===== src/sv/mcr_pkg.sv =====
// ----------------------------------------------------------------------------
// mcr_pkg
// Shared types, constants and the LFO coefficient table for the comb reverb.
// ----------------------------------------------------------------------------
package mcr_pkg;

	localparam int LINE_BITS    = 14;
	localparam int LINE_DEPTH   = 1 << LINE_BITS;
	localparam int SINE_BITS    = 10;
	localparam int SINE_ENTRIES = 1 << SINE_BITS;
	localparam int BRANCHES     = 4;
	localparam int BR_BITS      = 2;
	localparam int PHASE_BITS   = 24;
	localparam int ADDR_BITS    = BR_BITS + LINE_BITS;

	localparam logic [63:0] DELAYS_RESET = 64'd124129565377037753;
	localparam logic [14:0] FB_RESET     = 15'd16384;
	localparam logic [14:0] LPB_RESET    = 15'd16384;
	localparam logic [14:0] NORM_RESET   = 15'd21845;
	localparam logic [14:0] GAIN_RESET   = 15'd0;

	localparam logic [2:0] REG_DELAYS = 3'd0;
	localparam logic [2:0] REG_STEPS  = 3'd1;
	localparam logic [2:0] REG_FB     = 3'd2;
	localparam logic [2:0] REG_LPB    = 3'd3;
	localparam logic [2:0] REG_NORM   = 3'd4;
	localparam logic [2:0] REG_GAIN   = 3'd5;

	localparam logic [3:0] OP_NONE   = 4'd0;
	localparam logic [3:0] OP_ACCEPT = 4'd1;
	localparam logic [3:0] OP_RD0    = 4'd2;
	localparam logic [3:0] OP_RD1    = 4'd3;
	localparam logic [3:0] OP_M1     = 4'd4;
	localparam logic [3:0] OP_M2     = 4'd5;
	localparam logic [3:0] OP_M3     = 4'd6;
	localparam logic [3:0] OP_M4     = 4'd7;
	localparam logic [3:0] OP_M5     = 4'd8;
	localparam logic [3:0] OP_W0     = 4'd9;
	localparam logic [3:0] OP_W1     = 4'd10;
	localparam logic [3:0] OP_W2     = 4'd11;
	localparam logic [3:0] OP_OUT    = 4'd12;

	typedef struct packed {
		logic signed [23:0] sample_in;
		logic               button_level;
	} in_item_t;

	typedef struct packed {
		logic signed [23:0] left_out;
		logic signed [23:0] right_out;
	} out_item_t;

	typedef struct packed {
		logic [3:0]         op;
		logic [BR_BITS-1:0] br;
	} cmd_t;

	typedef struct packed {
		logic out_full;
	} stat_t;

	typedef logic signed [15:0] lfo_rom_t [SINE_ENTRIES];

	function automatic logic signed [25:0] rnd15(input logic signed [40:0] p);
		logic signed [40:0] t;
		t = (p + 41'sd16384) >>> 15;
		return t[25:0];
	endfunction

	function automatic logic signed [23:0] sat24(input logic signed [26:0] v);
		if (v > 27'sd8388607)
			return 24'sh7FFFFF;
		if (v < -27'sd8388608)
			return 24'sh800000;
		return v[23:0];
	endfunction

	// sine by polynomial, then scaled by the 0.9 modulation depth
	function automatic lfo_rom_t build_lfo_rom();
		lfo_rom_t rom;
		longint   u, q, r, m, x, x2, t, s, v, a;
		for (int k = 0; k < SINE_ENTRIES; k++) begin
			u  = 4 * longint'(k);
			q  = u / SINE_ENTRIES;
			r  = u % SINE_ENTRIES;
			m  = (q % 2 == 1) ? longint'(SINE_ENTRIES) - r : r;
			x  = (longint'(1686629713) * m) / SINE_ENTRIES;
			x2 = (x * x) >>> 30;
			t  = longint'(1) << 30;
			t  = (longint'(1) << 30) - ((x2 * t) >>> 30) / 110;
			t  = (longint'(1) << 30) - ((x2 * t) >>> 30) / 72;
			t  = (longint'(1) << 30) - ((x2 * t) >>> 30) / 42;
			t  = (longint'(1) << 30) - ((x2 * t) >>> 30) / 20;
			t  = (longint'(1) << 30) - ((x2 * t) >>> 30) / 6;
			s  = (x * t) >>> 30;
			v  = (s + 16384) >>> 15;
			if (v > 32767)
				v = 32767;
			if (q >= 2)
				v = -v;
			a = (longint'(29491) * v + 16384) >>> 15;
			rom[k] = a[15:0];
		end
		return rom;
	endfunction

endpackage


===== src/sv/mcr_ctrl.sv =====
// ----------------------------------------------------------------------------
// mcr_ctrl
// Sequencer: walks the four branches through the shared multiplier.
// ----------------------------------------------------------------------------
module mcr_ctrl (
	input  logic           clk,
	input  logic           arst_n,
	input  logic           in_valid,
	output logic           in_stall,
	input  logic           out_stall,
	input  mcr_pkg::stat_t stat,
	output mcr_pkg::cmd_t  cmd
);
	import mcr_pkg::*;

	localparam logic [3:0] ST_IDLE = 4'd0;
	localparam logic [3:0] ST_RD0  = 4'd1;
	localparam logic [3:0] ST_RD1  = 4'd2;
	localparam logic [3:0] ST_M1   = 4'd3;
	localparam logic [3:0] ST_M2   = 4'd4;
	localparam logic [3:0] ST_M3   = 4'd5;
	localparam logic [3:0] ST_M4   = 4'd6;
	localparam logic [3:0] ST_M5   = 4'd7;
	localparam logic [3:0] ST_W0   = 4'd8;
	localparam logic [3:0] ST_W1   = 4'd9;
	localparam logic [3:0] ST_W2   = 4'd10;
	localparam logic [3:0] ST_OUT  = 4'd11;

	logic [3:0]         state_q, state_d;
	logic [BR_BITS-1:0] br_q, br_d;
	logic               can_load;

	assign in_stall = (state_q != ST_IDLE);
	assign can_load = !stat.out_full || !out_stall;
	assign cmd.br   = br_q;

	always_comb begin
		state_d = state_q;
		br_d    = br_q;
		cmd.op  = OP_NONE;
		case (state_q)
			ST_IDLE: begin
				if (in_valid) begin
					cmd.op  = OP_ACCEPT;
					state_d = ST_RD0;
					br_d    = '0;
				end
			end
			ST_RD0: begin cmd.op = OP_RD0; state_d = ST_RD1; end
			ST_RD1: begin cmd.op = OP_RD1; state_d = ST_M1; end
			ST_M1:  begin cmd.op = OP_M1;  state_d = ST_M2; end
			ST_M2:  begin cmd.op = OP_M2;  state_d = ST_M3; end
			ST_M3:  begin cmd.op = OP_M3;  state_d = ST_M4; end
			ST_M4:  begin cmd.op = OP_M4;  state_d = ST_M5; end
			ST_M5: begin
				cmd.op = OP_M5;
				if (br_q == BR_BITS'(BRANCHES - 1)) begin
					state_d = ST_W0;
				end else begin
					state_d = ST_RD0;
					br_d    = br_q + 1'b1;
				end
			end
			ST_W0:  begin cmd.op = OP_W0; state_d = ST_W1; end
			ST_W1:  begin cmd.op = OP_W1; state_d = ST_W2; end
			ST_W2:  begin cmd.op = OP_W2; state_d = ST_OUT; end
			ST_OUT: begin
				if (can_load) begin
					cmd.op  = OP_OUT;
					state_d = ST_IDLE;
				end
			end
			default: state_d = ST_IDLE;
		endcase
	end

	always_ff @(posedge clk or negedge arst_n) begin
		if (!arst_n) begin
			state_q <= ST_IDLE;
			br_q    <= '0;
		end else begin
			state_q <= state_d;
			br_q    <= br_d;
		end
	end

endmodule


===== config.mk =====
export PLATFORM = sky130hd
export DESIGN_NAME = mcr_ctrl
export DESIGN_NICKNAME = d
export VERILOG_FILES = /design/src/sv/mcr_pkg.sv /design/src/sv/mcr_ctrl.sv
export SDC_FILE = /design/constraint.sdc
export NUM_CORES = 1
export LEC_CHECK = 0
export ABC_CLOCK_PERIOD_IN_PS = 2800
export BUFFER_PORTS_ARGS = -buffer_cell sky130_fd_sc_hd__buf_2
export CAP_MARGIN = 20
export CORE_AREA = 2 2 39 41
export DETAILED_ROUTE_END_ITERATION = 12
export DIE_AREA = 0 0 41 43
export GPL_TIMING_DRIVEN = 1
export RECOVER_POWER = 25
export SLEW_MARGIN = 0
export SYNTH_ARGS = -nofsm -noshare
export SYNTH_HDL_FRONTEND = slang
export SYNTH_SLANG_ARGS = --single-unit

===== constraint.sdc =====
create_clock -name clk -period 2.8 [get_ports clk]
set_clock_uncertainty 0.15 [all_clocks]
set_input_delay 0.14 -clock clk [delete_from_list [all_inputs] [get_ports clk]]
set_output_delay 0.14 -clock clk [all_outputs]
set_load 0.01 [all_outputs]

== Word level (Yosys, flattened, before mapping) ==
Cells that the tools add are included.
Storage, ports and cells
  bits in read-only memories: 0
  memories kept: 0
  input port bits: 5
  output and inout port bits: 7
  bits in latches: 0
  bits in writable memories: 0
  bits in registers: 6
  logic and storage cells: 36
Cells by class
  equality and inequality tests: 15
  add/sub/neg operators: 1
  multipliers: 0
  reductions and logical operators: 8
  $lt $le $gt $ge: 0
  mux-type cells: 10
  bitwise operators: 0
  shift-type cells: 0
  divide/modulo/power cells: 0
Operators with widths (count)
  case mux 4 bit (12 select lines): 2
  == test 4 x 3 -> 1 bit (second input constant): 4
  == test 4 bit (second input constant): 4
  2-to-1 mux 4 bit: 4
  == test 4 x 2 -> 1 bit (second input constant): 2
  != test 2 bit (second input constant): 3
  == test 4 x 1 -> 1 bit (second input constant): 1
  zero test 4 bit: 1
  2-to-1 mux 2 bit: 2
  case mux 2 bit (2 select lines): 1
  nonzero test 4 bit: 1
  AND reduction 3 bit: 1
  adder 2 x 1 -> 2 bit (second input constant): 1
  == test 2 bit (second input constant): 1
  zero test 1 bit: 2
  AND reduction 2 bit: 1
  nonzero test 2 bit: 1
  logical OR 1 bit: 1
  2-to-1 mux 1 bit: 1

== Depth between registers and ports, before layout ==
Gate-level depths: netlist of the first run.
  word-level depth: 4
  gate-level depth with buffers: 4
  mapped depth without buffers: 4

== Least setup slack after synthesis of the first run ==
OpenSTA, ideal clock, no wires.
  kind: register -> register
  from: register state_q[0]
  to: register br_q[0]
  path slack: 1.063 ns
  clock period less this slack: 1.737 ns
  library setup time: 0.128 ns
  cell stages (with the launch flop): 5
  arrival: 1.459 ns
  required time: 2.522 ns
  buffers on the path: 1
  cell sequence: dfrtp_1 buf_6 or4b_4 a21oi_4 mux2_1
Between the ends
  longest elaborated chain between the ends: 3
  elaborated cells between the ends (all ways): 7
  those cells by class: 3 x eq/ne; 1 x mux; 3 x reduce/logical
Ends and longest elaborated chain
  start, declared: line mcr_ctrl.sv:29  | logic [3:0] state_q, state_d;
  start signal, assigned: line mcr_ctrl.sv:82  | state_q <= state_d;
  == test 4 x 3 -> 1 bit / zero test 4 bit (equally long branches): line mcr_ctrl.sv:41  | case (state_q)
  != test 2 bit (no source line) / nonzero test 2 bit (equally long branches)
  AND reduction 3 bit (no source line)
  end signal, assigned: line mcr_ctrl.sv:83  | br_q <= br_d;
  end, declared: line mcr_ctrl.sv:30  | logic [BR_BITS-1:0] br_q, br_d;
Parallel ways exist; a longest one is shown, timed or not.
A chain may end at the register's enable or synchronous reset.

== Worst setup path after layout of the first run ==
  from: register state_q[2]
  to: register br_q[0]
The elaborated chain is that of the path after synthesis.

==> results.yml, run 1 <==
logic_synthesis:
  yosysWarnings: 0
  synth_top_cell_by_area: "dfrtp_1"
  ys_ff_latch: 6
  synth-edff-count: 0
  netlist_instances: 47
  synth_cell_types: 24
  synthesis.area_per_instance_um2: 9.131
  syn-cell-area_um2: 429.2
  synthTopCellsByArea: "dfrtp_1, nand2_1, o211a_1, o21ai_0, nand4b_1"
  ys.flop_type: "dfrtp_1"
  synthArstFlopShare_pct: 100.0
  ys_seq_area_share_pct: 34.99
  synth_nets: 53
  netlist.area_leader.share_pct: 34.99
  synthTopCellsByCount: "dfrtp_1, nand2_1, o21ai_0"
setup_path:
  crit_required_ns: 2.77
  critPathKind: "reg2reg"
  crit_slowest_cell: "or4b_4"
  worstSetupStartpointType: "flop"
  crit_path_cell_trace: "or4b_4, a21oi_4, mux2_1"
  endpoint_kind: "flop"
  startpoint: "state_q[2]"
  cpLargestDelayFamily: "simple AND/OR/NAND/NOR gates"
  r2r-start: "state_q[2]"
  cp_num_buf_inv: 0
  crit_arrival_ns: 1.80
  crit_path_max_incr_delay_ns: 0.59
  crit_fanout: 12
timing:
  slew_violations: 0
  max_slew.worst_pin.slew_ns: 0.3717
  rsz0062_at_grt: "no"
  setup_tns_ns: 0
  slew_headroom_pct: 75.22
  hold_viol: 0
  hold_ws_ns: 0.07115
  setup_viol: 0
  fmax_mhz: 545.8
  period_share_pct: 65.44
  final.setup.worst_slack_ns: 0.9677
  min_period_ns: 1.832
run:
  cap_violations: 0
placed_design:
  dp.cells: 70
  hpwlAfterDp_um: 659.4
  gp_congestion: 0.7405
  place_ws_ns: 0.9597
  port_buffers: 11
  place_area_um2: 479.2
route:
  drt_iter0_markers: 3
  drt-total-wl_um: 856
  drtPass1Iterations: 4
  drtAntennaViolNets: 0
  wl_per_cell_um: 11.57
  vias_per_cell: 5.027
  vias: 372
  drc: 0
floorplanning:
  die_x_um: 41
  die_area_mm2: 0.001763
  start_util_pct: 31.01
  die_h_um: 43
  ios: 12
  rows: 14
  coreArea_mm2: 0.001384
clocking:
  tritoncts: "yes"
  htree_levels: 1
  clockBufferDepth: 2
  cts_resized: 0
  hold_buffers: 1
  cts_made_buffers: 3
  insertion_delay_ns: 0.24
  cts.sinks: 6
  cts_root_buffer: "clkbuf_4"
  clk_pin_slew_ns: 0.04
  postCtsSetupBuffers: 0
global_route:
  grt.overflow.total: 0
  antenna_found_initial: 0
  grt_max_degree: 13
  grt_pass1_vias: 327
  grt_util_all_layers_pct: 12.64
  grt_pass1_wl_mm: 1.421
final_layout:
  fin_nets: 66
  drive_above_1_share_pct: 27.59
  final_area_um2: 510.5
  n_antenna_cell: 0
  final_util_pct: 36.89
  layoutNonFillerInstCount: 74
  area_delta_synth_final_pct: 18.95
worst_hold_path:
  min_from: "out_stall"
  hp-class: "in2reg"
pwr:
  p_leak_nw: 0.2421
  p_per_area_mw_per_mm2: 1108
  peakVddDrop_uv: 340.0
  p_total_mw: 0.5656
outcome:
  status: "completed"
[where the power goes]
part / internal, mW / leakage [nW] / switching [mW]
clock network: 0.0482 / 0.0138 / 0.0271
registers: 0.122 / 0.0760 / 0.0683
logic: 0.150 / 0.152 / 0.149
total: 0.321 / 0.242 / 0.245
[area by class of cell]
| type | instances | area (µm²) |
|---|---|---|
| multi-input cells | 34 | 242.7 |
| well taps | 16 | 20.02 |
| repair buffers | 12 | 63.81 |
| flip-flops and latches | 6 | 150.1 |
| inverters | 3 | 11.26 |
| clock buffers | 3 | 22.52 |
| fillers | 151 | 873.3 |
[cells by family (layout without fill, tap and decap cells)]
group,Yosys count,count (layout),synth area share (%)
DFF,6,6,34.98
buffers and inverters,7,18,8.454
and+or+nand+nor,17,17,23.91
muxes,2,2,4.956
AOI/OAI and AO/OA,12,12,20.70
xor gates and xnor gates,2,2,4.082
adders and majority gates,1,1,2.915
[state kept, by name, indices dropped and copies added (netlist names)]
signal / flops
br_q: 2
state_q: 4
[worst min-delay path, delay by kind of cell]
kind | cells | cell delay (ns)
buffers and inverters | 1 | 0.11
and+or+nand+nor | 1 | 0.07
AOI/OAI and AO/OA | 1 | 0.08
[routing by layer]
metal / wire (µm) / vias to the layer above / track usage (%)
li1: - / 191 / -
met1: 372 / 175 / 14.14
met2: 438 / 6 / 18.13
met3: 44 / 0 / 7.853
met4: 0 / 0 / 6.000
met5: 0 / - / 0
[path summary, 6_finish.rpt]
| kind | to | depth (start not counted) | slack [ns] |
|---|---|---|---|
| min | state_q[0] | 3 | 0.07 |
| min in group asynchronous | br_q[0] | 2 | 0.15 |
| max | br_q[0] | 3 | 0.97 |
| max reg2reg | br_q[0] | 3 | 0.97 |
| max in group asynchronous | state_q[0] | 2 | 2.12 |
| min reg2reg | br_q[1] | 2 | 0.41 |
[placed cells by master, fill, tap and decap left out]
cell           Yosys  layout
or3_1              1       1
nor2_1             3       3
o32ai_1            1       1
nand3b_1           1       1
a21oi_4            1       1
or4_1              1       1
ha_1               1       1
a31o_2             1       1
inv_1              3       3
clkbuf_1           1       1
xnor2_1            2       2
buf_2              2      10
mux2_1             1       1
o211a_1            2       2
and4b_1            1       1
nand2_1            6       6
clkbuf_4           0       3
dlygate4sd3_1      0       1
dfrtp_1            6       6
nand4b_1           2       2
nor2b_1            1       1
mux2i_1            1       1
a21oi_1            3       3
o21ai_0            4       4
or4b_4             1       1
(Power assumes the default switching activity.)
==> run 2: changes to the inputs <==
- ABC_CLOCK_PERIOD_IN_PS: 2800 -> 1850
- clock period: 2.8 -> 1.85 ns (I/O delays scaled with it)
==> run 2 against run 1 <==
  * Combinational power rose by 92%
  * Utilization rose by 2.2 points
  * Cell area rose by 5.9%
  * Largest power group unchanged
  * Sequential power rose by 16%
  * Worst setup slack got worse by 0.83 ns
  * Register-to-register slack got worse by 0.82 ns
  * Via count rose by 9.7%
  * First-iteration DRC count rose to 4.0 times the previous value
  * Non-clock buffer count rose by 4
  * Highest routed layer unchanged
  * Critical path depth rose by 1
  * Cell count rose by 5.4%
==> results.yml, run 2 (synthesized netlist as in run 1, its figures left out) <==
timing:
  rsz0062_at_grt: "no"
  max_slew.worst_pin.slew_ns: 0.3322
  fmax_mhz: 582.5
  hold_ws_ns: 0.04523
  min_period_ns: 1.717
  setup_tns_ns: 0
  setup_viol: 0
  hold_viol: 0
  final.setup.worst_slack_ns: 0.1331
  period_share_pct: 92.80
  slew_headroom_pct: 77.86
  slew_violations: 0
global_route:
  grt_pass1_wl_mm: 1.449
  antenna_found_initial: 0
  grt_pass1_vias: 360
  grt_util_all_layers_pct: 12.55
  grt.overflow.total: 0
  grt_max_degree: 12
final_layout:
  seq_area_um2: 150.1
  largest_reg_flops: 4
  area_delta_synth_final_pct: 25.95
  top_register: "state_q"
  final_common_cell: "buf_2"
  drive_above_1_share_pct: 32.26
  top_regs: "state_q x4, br_q x2"
  fillCellCount: 131
  fin_nets: 70
  final_util_pct: 39.06
  final_area_um2: 540.5
  n_antenna_cell: 0
  final_cell_mix: "buf_2, nand2_1, dfrtp_1, o21ai_0, buf_4"
  multi_input_area_um2: 242.7
  layoutNonFillerInstCount: 78
placed_design:
  place_ws_ns: 0.1528
  port_buffers: 11
  hpwlAfterDp_um: 716
  dp.cells: 74
  gp_congestion: 0.8096
  place_area_um2: 509.2
floorplanning:
  ios: 12
  die_h_um: 43
  coreArea_mm2: 0.001384
  rows: 14
  start_util_pct: 31.01
  die_area_mm2: 0.001763
  die_x_um: 41
pwr:
  p_total_mw: 0.9100
  peakVddDrop_uv: 530.6
  p_leak_nw: 0.2618
  p_per_area_mw_per_mm2: 1683
outcome:
  status: "completed"
setup_path:
  crit_required_ns: 1.61
  worstSetupStartpointType: "flop"
  crit_fanout: 9
  critPathKind: "reg2out"
  crit_arrival_ns: 1.47
  endpoint_kind: "output pin"
  worstRegToRegCells: 3
clocking:
  htree_levels: 1
  clk_pin_slew_ns: 0.04
  cts_resized: 0
  clockBufferDepth: 2
  cts_root_buffer: "clkbuf_4"
  insertion_delay_ns: 0.24
  cts.sinks: 6
  cts_made_buffers: 3
  tritoncts: "yes"
route:
  drt_iter0_markers: 12
  wl_per_cell_um: 11.45
  drtPass1Iterations: 4
  vias_per_cell: 5.231
  drt-total-wl_um: 893
  drtAntennaViolNets: 0
  vias: 408
  drc: 0
run:
  cap_violations: 0
worst_hold_path:
  min_path_cells: 3
  hp-class: "in2reg"
[run 2: cell count changes in the layout (fill, tap and decap cells not counted)]
cell / delta
buf_4: +4
[run 2: area by class of cell]
type | count | area share (%)
flip-flops and latches | 6 | 27.78
well taps | 16 | 3.704
repair buffers | 16 | 17.36
inverters | 3 | 2.083
multi-input cells | 34 | 44.91
clock buffers | 3 | 4.167
[run 2: worst paths after layout]
path / to / slack (ns) / from
max reg2reg: br_q[0] / 0.15 / state_q[2]
min in group asynchronous: state_q[3] / 0.11 / arst_n
max: cmd[2] / 0.13 / state_q[1]
min: state_q[0] / 0.05 / out_stall
max in group asynchronous: state_q[0] / 1.19 / arst_n
min reg2reg: br_q[0] / 0.40 / br_q[0]
[run 2: power breakdown]
| part | internal, mW | total [mW] | leakage (nW) | switching, mW |
|---|---|---|---|---|
| Combinational | 0.271 | 0.576 | 0.172 | 0.305 |
| Sequential | 0.186 | 0.220 | 0.0760 | 0.0345 |
| Clock | 0.0729 | 0.113 | 0.0138 | 0.0405 |
[run 2: layer usage]
layer  global-route usage (%)  up-vias  share of wire, %
li1                         -      199                 -
met1                    14.19      199                43
met2                    19.38       10                51
met3                    6.806        0               5.7
met4                    4.000        0                 0
met5                        0        -                 0
[run 2: what timing repair did]
item,CTS,global route
hold buffers,1,0
endpoints found under the hold margin,6,0
setup buffers,0,0
[run 2: critical path, cell delays in order, from the launching register on]
cell and delay [ns]:
dfrtp_1 0.37, buf_4 0.16, or3_1 0.36, o211a_1 0.21, buf_2 0.13
==> run 3: changes to the inputs <==
- SETUP_SLACK_MARGIN: default -> 0.15
==> run 3 against run 2 <==
  * Non-clock buffer count is 2 higher
  * First-iteration DRC count is 50% lower
  * Sequential power is 2% higher
  * Utilization is 2.4 points higher
  * Clock power is 6% higher
  * Critical path type unchanged
==> results.yml, run 3 (synthesized netlist as in run 1, its figures left out) <==
worst_hold_path:
  hp-class: "in2reg"
  min_path_cells: 3
  min_from: "out_stall"
  hold_path_end: "state_q[0]"
global_route:
  grt_util_all_layers_pct: 13.51
  grt_max_degree: 12
  grt_pass1_vias: 379
  grt.overflow.total: 0
  grt_pass1_wl_mm: 1.504
  antenna_found_initial: 0
placed_design:
  place_ws_ns: 0.1726
  place_area_um2: 509.2
  hpwlAfterDp_um: 715
  dp.cells: 74
  port_buffers: 11
  gp_congestion: 0.8141
setup_path:
  r2r_slack_ns: 0.18
  critPathKind: "reg2out"
  worstSetupStartpointType: "flop"
  cp_num_buf_inv: 2
  worstReg2RegEnd: "br_q[0]"
  startpoint: "state_q[1]"
  endpoint_kind: "output pin"
  crit_required_ns: 1.61
  r2r-start: "state_q[2]"
  cpLargestDelayFamily: "flip-flops"
  crit_arrival_ns: 1.44
  crit_path_max_incr_delay_ns: 0.39
  crit_fanout: 5
  crit_slowest_cell: "dfrtp_1"
  worstRegToRegCells: 3
  crit_path_cell_trace: "buf_6, or3_4, o211a_1, buf_2"
floorplanning:
  start_util_pct: 31.01
  die_x_um: 41
  die_area_mm2: 0.001763
  ios: 12
  die_h_um: 43
  rows: 14
  coreArea_mm2: 0.001384
pwr:
  peakVddDrop_uv: 500.2
  p_leak_nw: 0.2726
  p_total_mw: 0.9936
  p_per_area_mw_per_mm2: 1734
final_layout:
  top_regs: "state_q x4, br_q x2"
  drive_above_1_share_pct: 39.06
  layoutNonFillerInstCount: 80
  largest_reg_flops: 4
  final_util_pct: 41.41
  fin_nets: 72
  final_cell_mix: "buf_2, dfrtp_1, nand2_1, o21ai_0, buf_4"
  final_area_um2: 573.1
  final_common_cell: "buf_2"
  top_register: "state_q"
  n_antenna_cell: 0
  area_delta_synth_final_pct: 33.53
timing:
  setup_tns_ns: 0
  slew_headroom_pct: 77.85
  final.setup.worst_slack_ns: 0.1712
  min_period_ns: 1.679
  hold_ws_ns: 0.03082
  max_slew.worst_pin.slew_ns: 0.3322
  hold_viol: 0
  period_share_pct: 90.74
  rsz0062_at_grt: "yes"
  fmax_mhz: 595.7
  setup_viol: 0
  slew_violations: 0
route:
  drt-total-wl_mm: 1.016
  drt_iter0_markers: 6
  vias_per_cell: 5.025
  drtAntennaViolNets: 0
  drc: 0
  drtPass1Iterations: 2
  vias: 402
  wl_per_cell_um: 12.70
outcome:
  status: "completed"
clocking:
  cts_made_buffers: 3
  cts_root_buffer: "clkbuf_4"
  tritoncts: "yes"
  clockBufferDepth: 2
  insertion_delay_ns: 0.24
  htree_levels: 1
  cts.sinks: 6
  clk_pin_slew_ns: 0.04
run:
  cap_violations: 0
==> run 3: worst reg2reg max path, cell delays in order, from the launching register on <==
cell     delay [ns]
dfrtp_1        0.38
or4b_4         0.55
a21oi_4        0.15
mux2_1         0.33
==> run 3: cell type report <==
cell class | count | area, µm²
fill | 151 | 810.8
multi-input combinational | 34 | 252.7
sequential | 6 | 150.1
timing repair buffer | 18 | 116.4
clock buffer | 3 | 22.52
tap | 16 | 20.02
inverter | 3 | 11.26
==> run 3: power breakdown <==
part / internal (mW) / switching [mW]
combinational: 0.322 / 0.327
clock: 0.0734 / 0.0470
sequential: 0.186 / 0.0388
total: 0.581 / 0.413
==> run 3: layer usage <==
layer / wire, µm / global-route usage [%]
met1: 435 / 14.33
met2: 535 / 20.63
met3: 45 / 9.424
met4: 0 / 4.000
met5: 0 / 0
==> run 3: worst max-delay path by stage <==
stage	to	slack, ns	cells after the start
after CTS	cmd[2]	0.15	4
after floorplan	br_q[0]	0.11	4
after global routing	cmd[2]	0.12	4
after global placement	br_q[0]	0.19	4
final	cmd[2]	0.17	4
after detailed placement	br_q[0]	0.17	4
==> run 3: what timing repair did <==
| item | in CTS | in global routing |
|---|---|---|
| endpoints found under the setup margin | 1 | 4 |
| hold buffers | 1 | 0 |
| resized for setup | 2 | 3 |
| buffers inserted | 2 | 0 |
| pin swaps | 0 | 2 |
| endpoints found under the hold margin | 6 | 0 |
